[src/hdl/fskt_pkg.sv]
package fskt_pkg;

  localparam int FIFO_DEPTH_DEF   = 32;
  localparam int MAX_EVENTS_DEF   = 16;
  localparam int PACKET_BYTES_DEF = 64;

  localparam int CFG_IDX_W  = 3;
  localparam int CFG_DATA_W = 16;

  localparam logic [CFG_IDX_W-1:0] CFG_ZERO_PERIOD       = 3'd0;
  localparam logic [CFG_IDX_W-1:0] CFG_ONE_PERIOD        = 3'd1;
  localparam logic [CFG_IDX_W-1:0] CFG_PAUSE_PERIOD      = 3'd2;
  localparam logic [CFG_IDX_W-1:0] CFG_AMPLITUDE         = 3'd3;
  localparam logic [CFG_IDX_W-1:0] CFG_SYNC_FIRST        = 3'd4;
  localparam logic [CFG_IDX_W-1:0] CFG_SYNC_SECOND       = 3'd5;
  localparam logic [CFG_IDX_W-1:0] CFG_EVENTS_PER_PACKET = 3'd6;

  localparam logic [15:0] RST_ZERO_PERIOD       = 16'd8;
  localparam logic [15:0] RST_ONE_PERIOD        = 16'd4;
  localparam logic [15:0] RST_PAUSE_PERIOD      = 16'd12;
  localparam logic [14:0] RST_AMPLITUDE         = 15'd16384;
  localparam logic [7:0]  RST_SYNC_FIRST        = 8'd170;
  localparam logic [7:0]  RST_SYNC_SECOND       = 8'd85;
  localparam logic [4:0]  RST_EVENTS_PER_PACKET = 5'd16;

  localparam logic [1:0] SYM_ZERO  = 2'd0;
  localparam logic [1:0] SYM_ONE   = 2'd1;
  localparam logic [1:0] SYM_PAUSE = 2'd2;

  localparam logic [15:0] CRC_POLY = 16'h1021;
  localparam logic [15:0] CRC_INIT = 16'hFFFF;

  typedef struct packed {
    logic [15:0] zero_period;
    logic [15:0] one_period;
    logic [15:0] pause_period;
    logic [14:0] amplitude;
    logic [7:0]  sync_first;
    logic [7:0]  sync_second;
    logic [4:0]  events_per_packet;
  } cfg_t;

  typedef struct packed {
    logic push;
    logic pop;
  } fifo_ctl_t;

  typedef enum logic [3:0] {
    ST_IDLE,
    ST_DECIDE,
    ST_HDR,
    ST_POP,
    ST_EV,
    ST_CRC_HI,
    ST_CRC_LO,
    ST_RDBIT,
    ST_BIT,
    ST_DONE
  } state_t;

  function automatic logic [15:0] crc_byte(input logic [15:0] crc_in, input logic [7:0] data);
    logic [15:0] c;
    c = crc_in ^ {data, 8'h00};
    for (int b = 0; b < 8; b++) begin
      if (c[15]) begin
        c = {c[14:0], 1'b0} ^ CRC_POLY;
      end else begin
        c = {c[14:0], 1'b0};
      end
    end
    return c;
  endfunction

endpackage

[src/hdl/fskt_ram.sv]
module fskt_ram #(
  parameter int WIDTH = 8,
  parameter int DEPTH = 64
) (
  input  logic                     clk,
  input  logic                     we,
  input  logic [$clog2(DEPTH)-1:0] waddr,
  input  logic [WIDTH-1:0]         wdata,
  input  logic                     re,
  input  logic [$clog2(DEPTH)-1:0] raddr,
  output logic [WIDTH-1:0]         rdata
);

  logic [WIDTH-1:0] mem [DEPTH];

  always_ff @(posedge clk) begin
    if (we) begin
      mem[waddr] <= wdata;
    end
    if (re) begin
      rdata <= mem[raddr];
    end
  end

endmodule

[src/hdl/fskt_fifo.sv]
module fskt_fifo #(
  parameter int FIFO_DEPTH = fskt_pkg::FIFO_DEPTH_DEF
) (
  input  logic                              clk,
  input  logic                              rst,
  input  fskt_pkg::fifo_ctl_t               ctl,
  input  logic [23:0]                       wdata,
  output logic [$clog2(FIFO_DEPTH+1)-1:0]   count,
  output logic [23:0]                       rdata
);

  localparam int AW = $clog2(FIFO_DEPTH);
  localparam int CW = $clog2(FIFO_DEPTH + 1);

  logic [AW-1:0] rd_ptr;
  logic [AW-1:0] wr_ptr;

  always_ff @(posedge clk) begin
    if (rst) begin
      rd_ptr <= '0;
      wr_ptr <= '0;
      count  <= '0;
    end else begin
      if (ctl.push) begin
        wr_ptr <= (wr_ptr == AW'(FIFO_DEPTH - 1)) ? '0 : wr_ptr + AW'(1);
      end
      if (ctl.pop) begin
        rd_ptr <= (rd_ptr == AW'(FIFO_DEPTH - 1)) ? '0 : rd_ptr + AW'(1);
      end
      if (ctl.push && !ctl.pop) begin
        count <= count + CW'(1);
      end else if (ctl.pop && !ctl.push) begin
        count <= count - CW'(1);
      end
    end
  end

  fskt_ram #(
    .WIDTH(24),
    .DEPTH(FIFO_DEPTH)
  ) u_ram (
    .clk  (clk),
    .we   (ctl.push),
    .waddr(wr_ptr),
    .wdata(wdata),
    .re   (ctl.pop),
    .raddr(rd_ptr),
    .rdata(rdata)
  );

endmodule

[src/hdl/fskt_ctrl.sv]
module fskt_ctrl #(
  parameter int FIFO_DEPTH   = fskt_pkg::FIFO_DEPTH_DEF,
  parameter int MAX_EVENTS   = fskt_pkg::MAX_EVENTS_DEF,
  parameter int PACKET_BYTES = fskt_pkg::PACKET_BYTES_DEF
) (
  input  logic                            clk,
  input  logic                            rst,
  input  fskt_pkg::cfg_t                  cfg,
  input  logic                            in_valid,
  output logic                            in_ready,
  input  logic                            kind,
  input  logic [23:0]                     event_word,
  output logic                            out_valid,
  input  logic                            out_ready,
  output logic signed [15:0]              sample,
  output logic                            event_accepted,
  output logic [1:0]                      symbol,
  output fskt_pkg::fifo_ctl_t             fifo_ctl,
  output logic [23:0]                     fifo_wdata,
  input  logic [$clog2(FIFO_DEPTH+1)-1:0] fifo_count,
  input  logic [23:0]                     fifo_rdata
);

  localparam int ROOM = (PACKET_BYTES - 5) / 3;
  localparam int CAP  = (MAX_EVENTS < ROOM) ? MAX_EVENTS : ROOM;
  localparam int NW   = $clog2(CAP + 1);
  localparam int PW   = $clog2(3 * CAP + 1);
  localparam int AW   = $clog2(PACKET_BYTES);
  localparam int LW   = $clog2(PACKET_BYTES + 1);
  localparam int BW   = LW + 3;
  localparam int CW   = $clog2(FIFO_DEPTH + 1);

  fskt_pkg::state_t state, state_next;

  logic          item_kind, item_kind_next;
  logic [23:0]   item_word, item_word_next;
  logic [15:0]   hold_count, hold_count_next;
  logic          polarity, polarity_next;
  logic [1:0]    cur_sym, cur_sym_next;
  logic [BW-1:0] bit_index, bit_index_next;
  logic [LW-1:0] pkt_len, pkt_len_next;
  logic [NW-1:0] n_ev, n_ev_next;
  logic [NW-1:0] ev_cnt, ev_cnt_next;
  logic [AW-1:0] wa, wa_next;
  logic [1:0]    bsel, bsel_next;
  logic [15:0]   crc, crc_next;
  logic          accepted, accepted_next;
  logic          out_valid_next;
  logic [15:0]   sample_next;
  logic          event_accepted_next;
  logic [1:0]    symbol_next;

  logic          pkt_we;
  logic [7:0]    pkt_wdata;
  logic          pkt_re;
  logic [7:0]    pkt_rdata;
  logic [NW-1:0] lim;
  logic [NW-1:0] n_take;
  logic [PW-1:0] pay;
  logic [PW-1:0] pay_reg;
  logic [7:0]    ev_byte;
  logic          pkt_bit;

  assign in_ready   = (state == fskt_pkg::ST_IDLE);
  assign fifo_wdata = item_word;
  assign pay_reg    = PW'(3 * n_ev);
  assign pkt_bit    = pkt_rdata[3'd7 - bit_index[2:0]];

  always_comb begin
    if (cfg.events_per_packet == 5'd0) begin
      lim = NW'(1);
    end else if (int'(cfg.events_per_packet) > CAP) begin
      lim = NW'(CAP);
    end else begin
      lim = NW'(cfg.events_per_packet);
    end
    if (int'(fifo_count) < int'(lim)) begin
      n_take = NW'(fifo_count);
    end else begin
      n_take = lim;
    end
    pay = PW'(3 * n_take);
  end

  always_comb begin
    case (bsel)
      2'd0:    ev_byte = fifo_rdata[23:16];
      2'd1:    ev_byte = fifo_rdata[15:8];
      default: ev_byte = fifo_rdata[7:0];
    endcase
  end

  always_ff @(posedge clk) begin
    if (rst) begin
      state      <= fskt_pkg::ST_IDLE;
      hold_count <= 16'd1;
      polarity   <= 1'b0;
      cur_sym    <= fskt_pkg::SYM_PAUSE;
      bit_index  <= '0;
      pkt_len    <= '0;
      out_valid  <= 1'b0;
    end else begin
      state      <= state_next;
      hold_count <= hold_count_next;
      polarity   <= polarity_next;
      cur_sym    <= cur_sym_next;
      bit_index  <= bit_index_next;
      pkt_len    <= pkt_len_next;
      out_valid  <= out_valid_next;
    end
  end

  always_ff @(posedge clk) begin
    item_kind      <= item_kind_next;
    item_word      <= item_word_next;
    n_ev           <= n_ev_next;
    ev_cnt         <= ev_cnt_next;
    wa             <= wa_next;
    bsel           <= bsel_next;
    crc            <= crc_next;
    accepted       <= accepted_next;
    sample         <= sample_next;
    event_accepted <= event_accepted_next;
    symbol         <= symbol_next;
  end

  always_comb begin
    state_next          = state;
    item_kind_next      = item_kind;
    item_word_next      = item_word;
    hold_count_next     = hold_count;
    polarity_next       = polarity;
    cur_sym_next        = cur_sym;
    bit_index_next      = bit_index;
    pkt_len_next        = pkt_len;
    n_ev_next           = n_ev;
    ev_cnt_next         = ev_cnt;
    wa_next             = wa;
    bsel_next           = bsel;
    crc_next            = crc;
    accepted_next       = accepted;
    out_valid_next      = out_valid && !out_ready;
    sample_next         = sample;
    event_accepted_next = event_accepted;
    symbol_next         = symbol;
    fifo_ctl            = '0;
    pkt_we              = 1'b0;
    pkt_wdata           = 8'd0;
    pkt_re              = 1'b0;

    unique case (state)
      fskt_pkg::ST_IDLE: begin
        if (in_valid) begin
          item_kind_next = kind;
          item_word_next = event_word;
          state_next     = fskt_pkg::ST_DECIDE;
        end
      end
      fskt_pkg::ST_DECIDE: begin
        accepted_next = 1'b0;
        if (item_kind) begin
          if (fifo_count != CW'(FIFO_DEPTH)) begin
            fifo_ctl.push = 1'b1;
            accepted_next = 1'b1;
          end
          state_next = fskt_pkg::ST_DONE;
        end else if (hold_count != 16'd0) begin
          hold_count_next = hold_count - 16'd1;
          state_next      = fskt_pkg::ST_DONE;
        end else begin
          polarity_next = !polarity;
          if (bit_index >= {pkt_len, 3'b000}) begin
            bit_index_next = '0;
            if (n_take == '0) begin
              pkt_len_next    = '0;
              cur_sym_next    = fskt_pkg::SYM_PAUSE;
              hold_count_next = cfg.pause_period - 16'd1;
              state_next      = fskt_pkg::ST_DONE;
            end else begin
              n_ev_next   = n_take;
              ev_cnt_next = '0;
              wa_next     = '0;
              crc_next    = fskt_pkg::crc_byte(fskt_pkg::CRC_INIT, 8'(pay));
              state_next  = fskt_pkg::ST_HDR;
            end
          end else begin
            state_next = fskt_pkg::ST_RDBIT;
          end
        end
      end
      fskt_pkg::ST_HDR: begin
        pkt_we  = 1'b1;
        wa_next = wa + AW'(1);
        case (wa[1:0])
          2'd0:    pkt_wdata = cfg.sync_first;
          2'd1:    pkt_wdata = cfg.sync_second;
          default: pkt_wdata = 8'(pay_reg);
        endcase
        if (wa[1:0] == 2'd2) begin
          state_next = fskt_pkg::ST_POP;
        end
      end
      fskt_pkg::ST_POP: begin
        fifo_ctl.pop = 1'b1;
        bsel_next    = 2'd0;
        state_next   = fskt_pkg::ST_EV;
      end
      fskt_pkg::ST_EV: begin
        pkt_we    = 1'b1;
        pkt_wdata = ev_byte;
        wa_next   = wa + AW'(1);
        crc_next  = fskt_pkg::crc_byte(crc, ev_byte);
        bsel_next = bsel + 2'd1;
        if (bsel == 2'd2) begin
          ev_cnt_next = ev_cnt + NW'(1);
          if (ev_cnt + NW'(1) == n_ev) begin
            state_next = fskt_pkg::ST_CRC_HI;
          end else begin
            state_next = fskt_pkg::ST_POP;
          end
        end
      end
      fskt_pkg::ST_CRC_HI: begin
        pkt_we     = 1'b1;
        pkt_wdata  = crc[15:8];
        wa_next    = wa + AW'(1);
        state_next = fskt_pkg::ST_CRC_LO;
      end
      fskt_pkg::ST_CRC_LO: begin
        pkt_we       = 1'b1;
        pkt_wdata    = crc[7:0];
        pkt_len_next = LW'(pay_reg) + LW'(5);
        state_next   = fskt_pkg::ST_RDBIT;
      end
      fskt_pkg::ST_RDBIT: begin
        pkt_re     = 1'b1;
        state_next = fskt_pkg::ST_BIT;
      end
      fskt_pkg::ST_BIT: begin
        bit_index_next = bit_index + BW'(1);
        if (pkt_bit) begin
          cur_sym_next    = fskt_pkg::SYM_ONE;
          hold_count_next = cfg.one_period - 16'd1;
        end else begin
          cur_sym_next    = fskt_pkg::SYM_ZERO;
          hold_count_next = cfg.zero_period - 16'd1;
        end
        state_next = fskt_pkg::ST_DONE;
      end
      fskt_pkg::ST_DONE: begin
        if (!out_valid || out_ready) begin
          out_valid_next      = 1'b1;
          event_accepted_next = accepted;
          symbol_next         = cur_sym;
          if (item_kind) begin
            sample_next = 16'd0;
          end else if (polarity) begin
            sample_next = 16'd0 - {1'b0, cfg.amplitude};
          end else begin
            sample_next = {1'b0, cfg.amplitude};
          end
          state_next = fskt_pkg::ST_IDLE;
        end
      end
      default: begin
        state_next = fskt_pkg::ST_IDLE;
      end
    endcase
  end

  fskt_ram #(
    .WIDTH(8),
    .DEPTH(PACKET_BYTES)
  ) u_pkt_ram (
    .clk  (clk),
    .we   (pkt_we),
    .waddr(wa),
    .wdata(pkt_wdata),
    .re   (pkt_re),
    .raddr(bit_index[AW+2:3]),
    .rdata(pkt_rdata)
  );

endmodule

[src/hdl/fsk_packet_transmitter_unit.sv]
// An event item, a tick that only counts down and a tick that finds no events to frame pass
// the decide and done states; a symbol fetch adds the packet memory read and bit states, and
// building a packet of n events first adds three header writes, per event one FIFO read and
// three byte writes with a CRC step per byte, and two CRC byte writes. A result waiting at
// the output holds the done state. Items are taken one at a time, the next only when idle.
// Reset (synchronous, active high) restores the register defaults, empties the FIFO and the
// packet, and starts on a pause symbol with positive polarity; no memory clearing is needed.
module fsk_packet_transmitter_unit #(
  parameter int FIFO_DEPTH   = fskt_pkg::FIFO_DEPTH_DEF,
  parameter int MAX_EVENTS   = fskt_pkg::MAX_EVENTS_DEF,
  parameter int PACKET_BYTES = fskt_pkg::PACKET_BYTES_DEF
) (
  input  logic                              clk,
  input  logic                              rst,
  input  logic                              cfg_write,
  input  logic [fskt_pkg::CFG_IDX_W-1:0]    cfg_index,
  input  logic [fskt_pkg::CFG_DATA_W-1:0]   cfg_data,
  input  logic                              in_valid,
  output logic                              in_ready,
  input  logic                              kind,
  input  logic [23:0]                       event_word,
  output logic                              out_valid,
  input  logic                              out_ready,
  output logic signed [15:0]                sample,
  output logic                              event_accepted,
  output logic [1:0]                        symbol
);

  fskt_pkg::cfg_t                    cfg;
  fskt_pkg::fifo_ctl_t               fifo_ctl;
  logic [23:0]                       fifo_wdata;
  logic [23:0]                       fifo_rdata;
  logic [$clog2(FIFO_DEPTH+1)-1:0]   fifo_count;

  always_ff @(posedge clk) begin
    if (rst) begin
      cfg.zero_period       <= fskt_pkg::RST_ZERO_PERIOD;
      cfg.one_period        <= fskt_pkg::RST_ONE_PERIOD;
      cfg.pause_period      <= fskt_pkg::RST_PAUSE_PERIOD;
      cfg.amplitude         <= fskt_pkg::RST_AMPLITUDE;
      cfg.sync_first        <= fskt_pkg::RST_SYNC_FIRST;
      cfg.sync_second       <= fskt_pkg::RST_SYNC_SECOND;
      cfg.events_per_packet <= fskt_pkg::RST_EVENTS_PER_PACKET;
    end else if (cfg_write) begin
      unique case (cfg_index)
        fskt_pkg::CFG_ZERO_PERIOD:       cfg.zero_period       <= cfg_data;
        fskt_pkg::CFG_ONE_PERIOD:        cfg.one_period        <= cfg_data;
        fskt_pkg::CFG_PAUSE_PERIOD:      cfg.pause_period      <= cfg_data;
        fskt_pkg::CFG_AMPLITUDE:         cfg.amplitude         <= cfg_data[14:0];
        fskt_pkg::CFG_SYNC_FIRST:        cfg.sync_first        <= cfg_data[7:0];
        fskt_pkg::CFG_SYNC_SECOND:       cfg.sync_second       <= cfg_data[7:0];
        fskt_pkg::CFG_EVENTS_PER_PACKET: cfg.events_per_packet <= cfg_data[4:0];
        default: begin
        end
      endcase
    end
  end

  fskt_fifo #(
    .FIFO_DEPTH(FIFO_DEPTH)
  ) u_fifo (
    .clk  (clk),
    .rst  (rst),
    .ctl  (fifo_ctl),
    .wdata(fifo_wdata),
    .count(fifo_count),
    .rdata(fifo_rdata)
  );

  fskt_ctrl #(
    .FIFO_DEPTH  (FIFO_DEPTH),
    .MAX_EVENTS  (MAX_EVENTS),
    .PACKET_BYTES(PACKET_BYTES)
  ) u_ctrl (
    .clk           (clk),
    .rst           (rst),
    .cfg           (cfg),
    .in_valid      (in_valid),
    .in_ready      (in_ready),
    .kind          (kind),
    .event_word    (event_word),
    .out_valid     (out_valid),
    .out_ready     (out_ready),
    .sample        (sample),
    .event_accepted(event_accepted),
    .symbol        (symbol),
    .fifo_ctl      (fifo_ctl),
    .fifo_wdata    (fifo_wdata),
    .fifo_count    (fifo_count),
    .fifo_rdata    (fifo_rdata)
  );

endmodule
[config.mk]
export PLATFORM = sky130hd
export DESIGN_NAME = fsk_packet_transmitter_unit
export DESIGN_NICKNAME = d
export VERILOG_FILES = /design/src/hdl/fskt_pkg.sv /design/src/hdl/fskt_ram.sv /design/src/hdl/fskt_fifo.sv /design/src/hdl/fskt_ctrl.sv /design/src/hdl/fsk_packet_transmitter_unit.sv
export SDC_FILE = /design/constraint.sdc
export NUM_CORES = 2
export LEC_CHECK = 0
export ABC_CLOCK_PERIOD_IN_PS = 8600
export BUFFER_PORTS_ARGS = -buffer_cell sky130_fd_sc_hd__clkbuf_2
export CAP_MARGIN = 20
export CELL_PAD_IN_SITES_DETAIL_PLACEMENT = 0
export CELL_PAD_IN_SITES_GLOBAL_PLACEMENT = 1
export CORE_MARGIN = 2
export CORE_UTILIZATION = 58
export CTS_CLUSTER_DIAMETER = 200
export DETAILED_ROUTE_END_ITERATION = 12
export HOLD_SLACK_MARGIN = 0.02
export PLACE_DENSITY_LB_ADDON = 0.1
export SYNTH_ARGS = -nofsm -noshare
export SYNTH_HDL_FRONTEND = slang
export SYNTH_HIERARCHICAL = 1
export SYNTH_SLANG_ARGS = --single-unit
[constraint.sdc]
create_clock -name clk -period 8.6 [get_ports clk]
set_input_delay 0 -clock clk [delete_from_list [all_inputs] [get_ports clk]]
set_output_delay 0 -clock clk [all_outputs]
set_load 0.02 [all_outputs]
* Word-level counts from Yosys, hierarchy flattened
Memory sizes are Yosys's and may differ from the RTL's. A register that Yosys moved wholly into a read port is not among the register bits. Index checks and enable logic that the tools add are counted.
Word-level totals: flip-flop bits (word level) 220, memory bits (writable) 1280, input bits 49, memories 2
Operators by class: add/sub/neg operators 15, multipliers 2, $lt $le $gt $ge 4, equality and inequality tests 34, multiplexer cells 131, bitwise gates (word level) 22, reductions and logical operators 44
Memories:
- u_fifo.u_ram.mem | depth 32, width 24, read ports 1, clocked after memory_dff 1, write ports 1, RTL line fskt_ram.sv:14 | logic [WIDTH-1:0] mem [DEPTH];
- u_ctrl.u_pkt_ram.mem | depth 64, width 8, read ports 1, clocked after memory_dff 1, write ports 1, RTL line fskt_ram.sv:14
Operators by type and width (count):
- 16-bit 2-to-1 mux | 51
- 13-bit 2-to-1 mux | 16
- 16-bit case mux with 2 select lines | 2
- 16-bit by 1-bit subtractor with 16-bit output (second input constant) | 4
- 5-bit 2-to-1 mux | 10
- 3-bit NOT | 16
- 4-bit case mux with 10 select lines | 1
- 6-bit 2-to-1 mux | 6
- 4-bit 2-to-1 mux | 8
- 8-bit case mux with 2 select lines | 2
- 8-bit case mux with 4 select lines | 1
- 10-bit 2-to-1 mux | 3
- 7-bit 2-to-1 mux | 4
- 5-bit AND reduction | 5
- 10-bit case mux with 2 select lines | 1
- 2-bit AND reduction | 9
- 4-bit by 3-bit == test with 1-bit output (second input constant) | 4
- 14-bit NOT with 16-bit output | 1
- 16-bit nonzero test | 1
- 1-bit by 15-bit subtractor with 16-bit output (first input constant) | 1
- 16-bit XOR | 1
- 5-bit by 1-bit adder with 5-bit output (second input constant) | 3
- 15-bit 2-to-1 mux | 1
- 1-bit 2-to-1 mux | 14
- other kinds (47) | 87

* Longest topological paths before layout
depth after elaboration 63, gate-level depth with buffers 18, gate-level depth less buffers 18

* Hierarchy
The synthesis kept the hierarchy.
By module, submodules not included:
- fskt_ram at u_fifo.u_ram | times used 1, cells an instance 1711, area an instance 30723.2 um^2, seq. area each 23782.8 um^2
- fskt_ram at u_ctrl.u_pkt_ram | times used 1, cells an instance 972, area an instance 20270.7 um^2, seq. area each 15615.0 um^2
- fskt_ctrl | times used 1, cells an instance 789, area an instance 7484.7 um^2, seq. area each 3193.1 um^2
- fsk_packet_transmitter_unit | times used 1, cells an instance 313, area an instance 3399.5 um^2, seq. area each 1681.6 um^2
- fskt_fifo | times used 1, cells an instance 101, area an instance 888.4 um^2, seq. area each 320.3 um^2

* Worst setup path after synthesis
Ideal clock, no wire load.
path kind reg2reg, from reg u_ctrl.bsel[0], to mem u_ctrl.u_pkt_ram.mem[0][6] (data pin), library setup time 0.702 ns, arrival 3.783 ns, setup slack 4.115 ns, stages on the path, launching flop included 7, path buffers 1, cells stage by stage edfxtp_1 -> inv_1 -> ha_1 -> clkbuf_1 -> nor2_1 -> a21oi_1 -> o21ai_0
On the way: longest elaborated chain between the ends 3, elaborated cells between the ends (all ways) 4, those cells by class 1 x eq/ne; 2 x mux; 1 x reduce/logical
RTL lines:
- start, declared | RTL line fskt_ctrl.sv:45 | logic [1:0] bsel, bsel_next;
- start signal, assigned | RTL line fskt_ctrl.sv:119 | bsel <= bsel_next;
- 2-bit by 1-bit == test with 1-bit output or 2-bit logical NOT (tied branches) | RTL line fskt_ctrl.sv:86 | case (bsel)
- 8-bit case mux with 2 select lines * | RTL line fskt_ctrl.sv:86
- 8-bit case mux with 4 select lines * | RTL line fskt_ctrl.sv:151 | unique case (state)
- via u_ctrl.pkt_wdata[6] | RTL line fskt_ctrl.sv:54 | logic [7:0] pkt_wdata;
- end, declared | RTL line fskt_ram.sv:14
Mark *: on every way through the listed nets, which the timed path passes. The rest lies on a longest branch.

==> results.tsv <==
stage	metric	value	unit
synth	Async S/R FF share, synth	0	
floorplanning	die area	0.1109	mm²
critical_path	reg2reg setup slack	4210	ps
sta	Tcrit/Tclk final	0.5107	
critical_path	crit end category	register	
synth	Seq cells post-synth	1532	
critical_path	worst-path cell chain	nand2b_1 > or3_1 > inv_1 > and2_1 > nand3b_1 > nor2_2 > buf_4	
synth	Syn Inst Count	3886	
placed_design	port bufs	69	
flow_run	maxcap violations	0	
critical_path	origin of the critical flop-to-flop path	u_ctrl/state[0]	
synth	area of the mapped netlist	0.06277	mm²
critical_path	CP max stage cell	nor2_2	
final_layout	fill count	7400	
final_layout	antenna cell count	0	
synth	post-synth net total	3980	
final_layout	Post-Layout Cell Count	5595	
critical_path	Worst Setup SP	u_ctrl/state[0]	
synth	Mean Syn Cell Area	16.15	µm²
final_layout	layout cells sized above 1	0.1419	
critical_path	reg2reg end	u_fifo/u_ram/mem[26][23]	
critical_path	CP arrival	4830	ps
clocking	clock latency on the worst-skew pair	770	ps
detailed_routing	# DRC	0	
placed_design	placed cell area	0.06457	mm²
synth	synth top area cells	edfxtp_1 67%, mux2i_1 8.0%, dfxtp_1 4.5%	
clocking	clock slew at reported path FFs	60	ps
placed_design	dpl hpwl	92060	µm
global_route	initial antenna violation count	4	
pwr	total power	15.96	mW
detailed_routing	routed wire length	151900	µm
synth	Yosys warning total	6	
clocking	CTS tree	yes	
synth	mux share of post-synthesis cell area	0.1257	
synth	Post-Synth Simple-Gate Area	0.06291	
sta	Finish-stage setup viols	0	
pwr	Leak	22.41	nW
detailed_routing	First DRT Iteration DRCs	3820	
final_layout	synth-to-layout area growth	12.78	%
placed_design	dpl cells	5215	
synth	largest family of logic cells by synthesized area	multiplexers	
sta	fmax	227.7	MHz
clocking	CTS Root Cell	clkbuf_16	
detailed_routing	post-route ant nets	0	
sta	Final Critical Period	4392	ps
final_layout	footprint of the multi-input gates	0.01700	mm²
clocking	clock buffer count from CTS	155	
synth	area share of the leading cell type in the synthesized netlist	0.6655	
sta	worst-margin pin slew	1104	ps
detailed_routing	drt via density	6.343	
final_layout	NumNets Final	4164	
critical_path	Largest stage delay, worst path	950	ps
synth	post-synthesis compound-gate area fraction	0.05657	
critical_path	crit path max fanout	21	
sta	hold_ws	66.25	ps
synth	Post-synth EDFFs	1391	
detailed_routing	routed wire length per instance	27.15	µm
detailed_routing	via count	35490	
outcome	status	completed	
pwr	peak supply drop	0.2049	mV
global_route	total gr overflow	0	
min_path	hold crit path type	input port to register	
global_route	global-route wire length before repair	225300	µm
placed_design	RePlAce Congestion	0.8566	
pwr	power share of the clock group	0.408	
final_layout	most frequent cells in the layout	1391 x edfxtp_1, 503 x mux2i_1, 237 x nor2_1	
pwr	combinational share of power	0.064	
global_route	largest net degree at the start of global routing	124	
final_layout	design area	0.07079	mm²
min_path	WHS Endpoint	u_ctrl/fifo_wdata[0]	
global_route	vias in the first global route	35260	
sta	final setup TNS	0	ps
sta	Max Slew Vio Count	0	
critical_path	Setup CP Type	register to register	
sta	Final Hold Fails	0	
global_route	Total Routing Usage GR	0.2734	
floorplanning	row cnt	120	
clocking	clock buffer depth	3	
critical_path	worst r2r path cells	7	
synth	cell taking the most area after synthesis	edfxtp_1	
synth	Post-Synth XOR/XNOR Area	0.01242	
pwr	cell area power density	225.4	mW/mm²
clocking	CTS resizes	0	
clocking	post-CTS setup buffers	0	
clocking	Sink Count	1532	
critical_path	crit-path leading delay family	simple AND/OR/NAND/NOR gates	
critical_path	required time worst endpoint	9040	ps
min_path	Hold Crit Start	event_word[0]	
sta	RSZ-0062 raised after global routing	false	
pwr	Seq pwr share	0.528	
synth	ys flop type	edfxtp_1	
critical_path	Buffers & Inverters on Critical Path	2	
floorplanning	die width	333.0	µm
synth	post-synthesis sequential area ratio	0.7105	
sta	Slew headroom	0.2613	
floorplanning	Core Region	0.1072	mm²
pwr	Int Power	12.43	mW
critical_path	CP Launch Type	register	
synth	Distinct cells, synth	83	
pwr	Switch Pwr	3.527	mW
pwr	Net Sw Frac	0.2210	
sta	clk_skew	29.72	ps
min_path	Hold Crit Depth	2	
clocking	H-tree levels	4	
detailed_routing	Initial DRT Pass Iterations	6	
synth	adder-cell share of the synthesized area	0.009329	
final_layout	most common cell after layout, fill and taps aside	edfxtp_1	
floorplanning	DIE HEIGHT	333.0	µm
floorplanning	initial core utilization	0.5855	
floorplanning	I/O pins	70	
final_layout	Seq. cell area	0.04461	mm²
==> cells by family (layout without fill, tap and decap cells) <==
logic type	count (synthesis)	count (layout)
flip-flops	1532	1532
AND/OR/NAND/NOR	809	809
multiplexers	632	632
AO/OA/AOI/OAI	521	521
buffers and inverters	258	564
XOR/XNOR	89	89
adder cells (fa/ha/maj)	45	45
==> synthesized netlist by cell type, drive strengths merged, types with 7 or more instances <==
library cell	n
edfxtp	1391
mux2i	503
nor2	272
nand2	146
dfxtp	141
a21oi	133
buf	131
mux4	124
nand3	119
nand2b	102
a22oi	94
clkbuf	90
a22o	65
xor2	49
nor3	47
o21ai	45
ha	42
a31oi	40
xnor2	40
a211oi	37
inv	34
o22ai	29
nor2b	24
nand3b	12
nor4	12
or2	10
or3	10
a221oi	9
and3	9
a21o	8
o221ai	7
==> power groups by stage <==
stage               combinational (mW)  clock (mW)  sequential (mW)
floorplan                        0.623           0             8.54
global placement                 0.822           0             8.65
detailed placement               0.867           0             8.64
CTS                              0.897        6.61             8.49
global route                      1.11        6.90             8.43
finish                            1.02        6.51             8.42
==> flip-flops by register name, indices dropped and copies added (netlist names), 2 cells and up <==
name                    flops
u_fifo/u_ram/rdata         24
u_ctrl/u_pkt_ram/rdata      8
u_ctrl/cur_sym              2
u_ctrl/symbol               2
u_ctrl/sample              16
u_fifo/count                6
u_ctrl/bsel                 2
u_ctrl/fifo_wdata          24
u_ctrl/state                4
u_ctrl/wa                   6
u_ctrl/ev_cnt               5
u_ctrl/n_ev                 5
u_ctrl/bit_index           10
u_ctrl/pkt_len              7
u_ctrl/u_pkt_ram/mem      512
u_fifo/rd_ptr               5
cfg                        84
u_fifo/u_ram/mem          768
u_fifo/wr_ptr               5
u_ctrl/hold_count          16
u_ctrl/crc                 16
==> repair_timing <==
action / in CTS / in global routing
endpoints found under the setup margin: 0 / 0
endpoints found under the hold margin: 129 / 0
hold buffers: 84 / 0
==> routing by layer <==
layer | share of wire | track usage | vias to the layer above
met5 | 0 | 0 | -
met4 | 0.021 | 0.07394 | 0
met3 | 0.086 | 0.05201 | 237
met2 | 0.47 | 0.4273 | 1557
met1 | 0.42 | 0.3982 | 18140
li1 | - | - | 15550
==> area by class of cell <==
cell class                 count  area share
sequential                  1532      0.6301
tap                         1403     0.02480
inverter                      37    0.001962
multi-input combinational   2096      0.2401
clock inverter                76    0.009191
timing repair buffer         248     0.03346
clock buffer                 203     0.06029
==> through the flow <==
| stage | utilization | setup WS, ps |
|---|---|---|
| 2_1_floorplan | - | 4115 |
| 3_3_place_gp | 0.6013 | 4392 |
| 3_5_place_dp | 0.6024 | 4219 |
| 4_1_cts | 0.6561 | 4203 |
| 5_1_grt | 0.6603 | 3945 |
| 6_report | 0.6603 | 4208 |
==> worst max-delay path by stage <==
stage / end / slack [ps] / cells after the start
final: u_fifo/u_ram/mem[26][23] / 4210 / 7
after global routing: u_fifo/u_ram/mem[18][19] / 3940 / 7
after CTS: u_fifo/u_ram/mem[26][4] / 4200 / 7
after detailed placement: u_fifo/u_ram/mem[26][4] / 4220 / 7
after global placement: u_fifo/u_ram/mem[26][1] / 4390 / 7
after floorplan: u_ctrl/u_pkt_ram/mem[0][6] / 4110 / 6
Power figures use the tool's default switching activity.
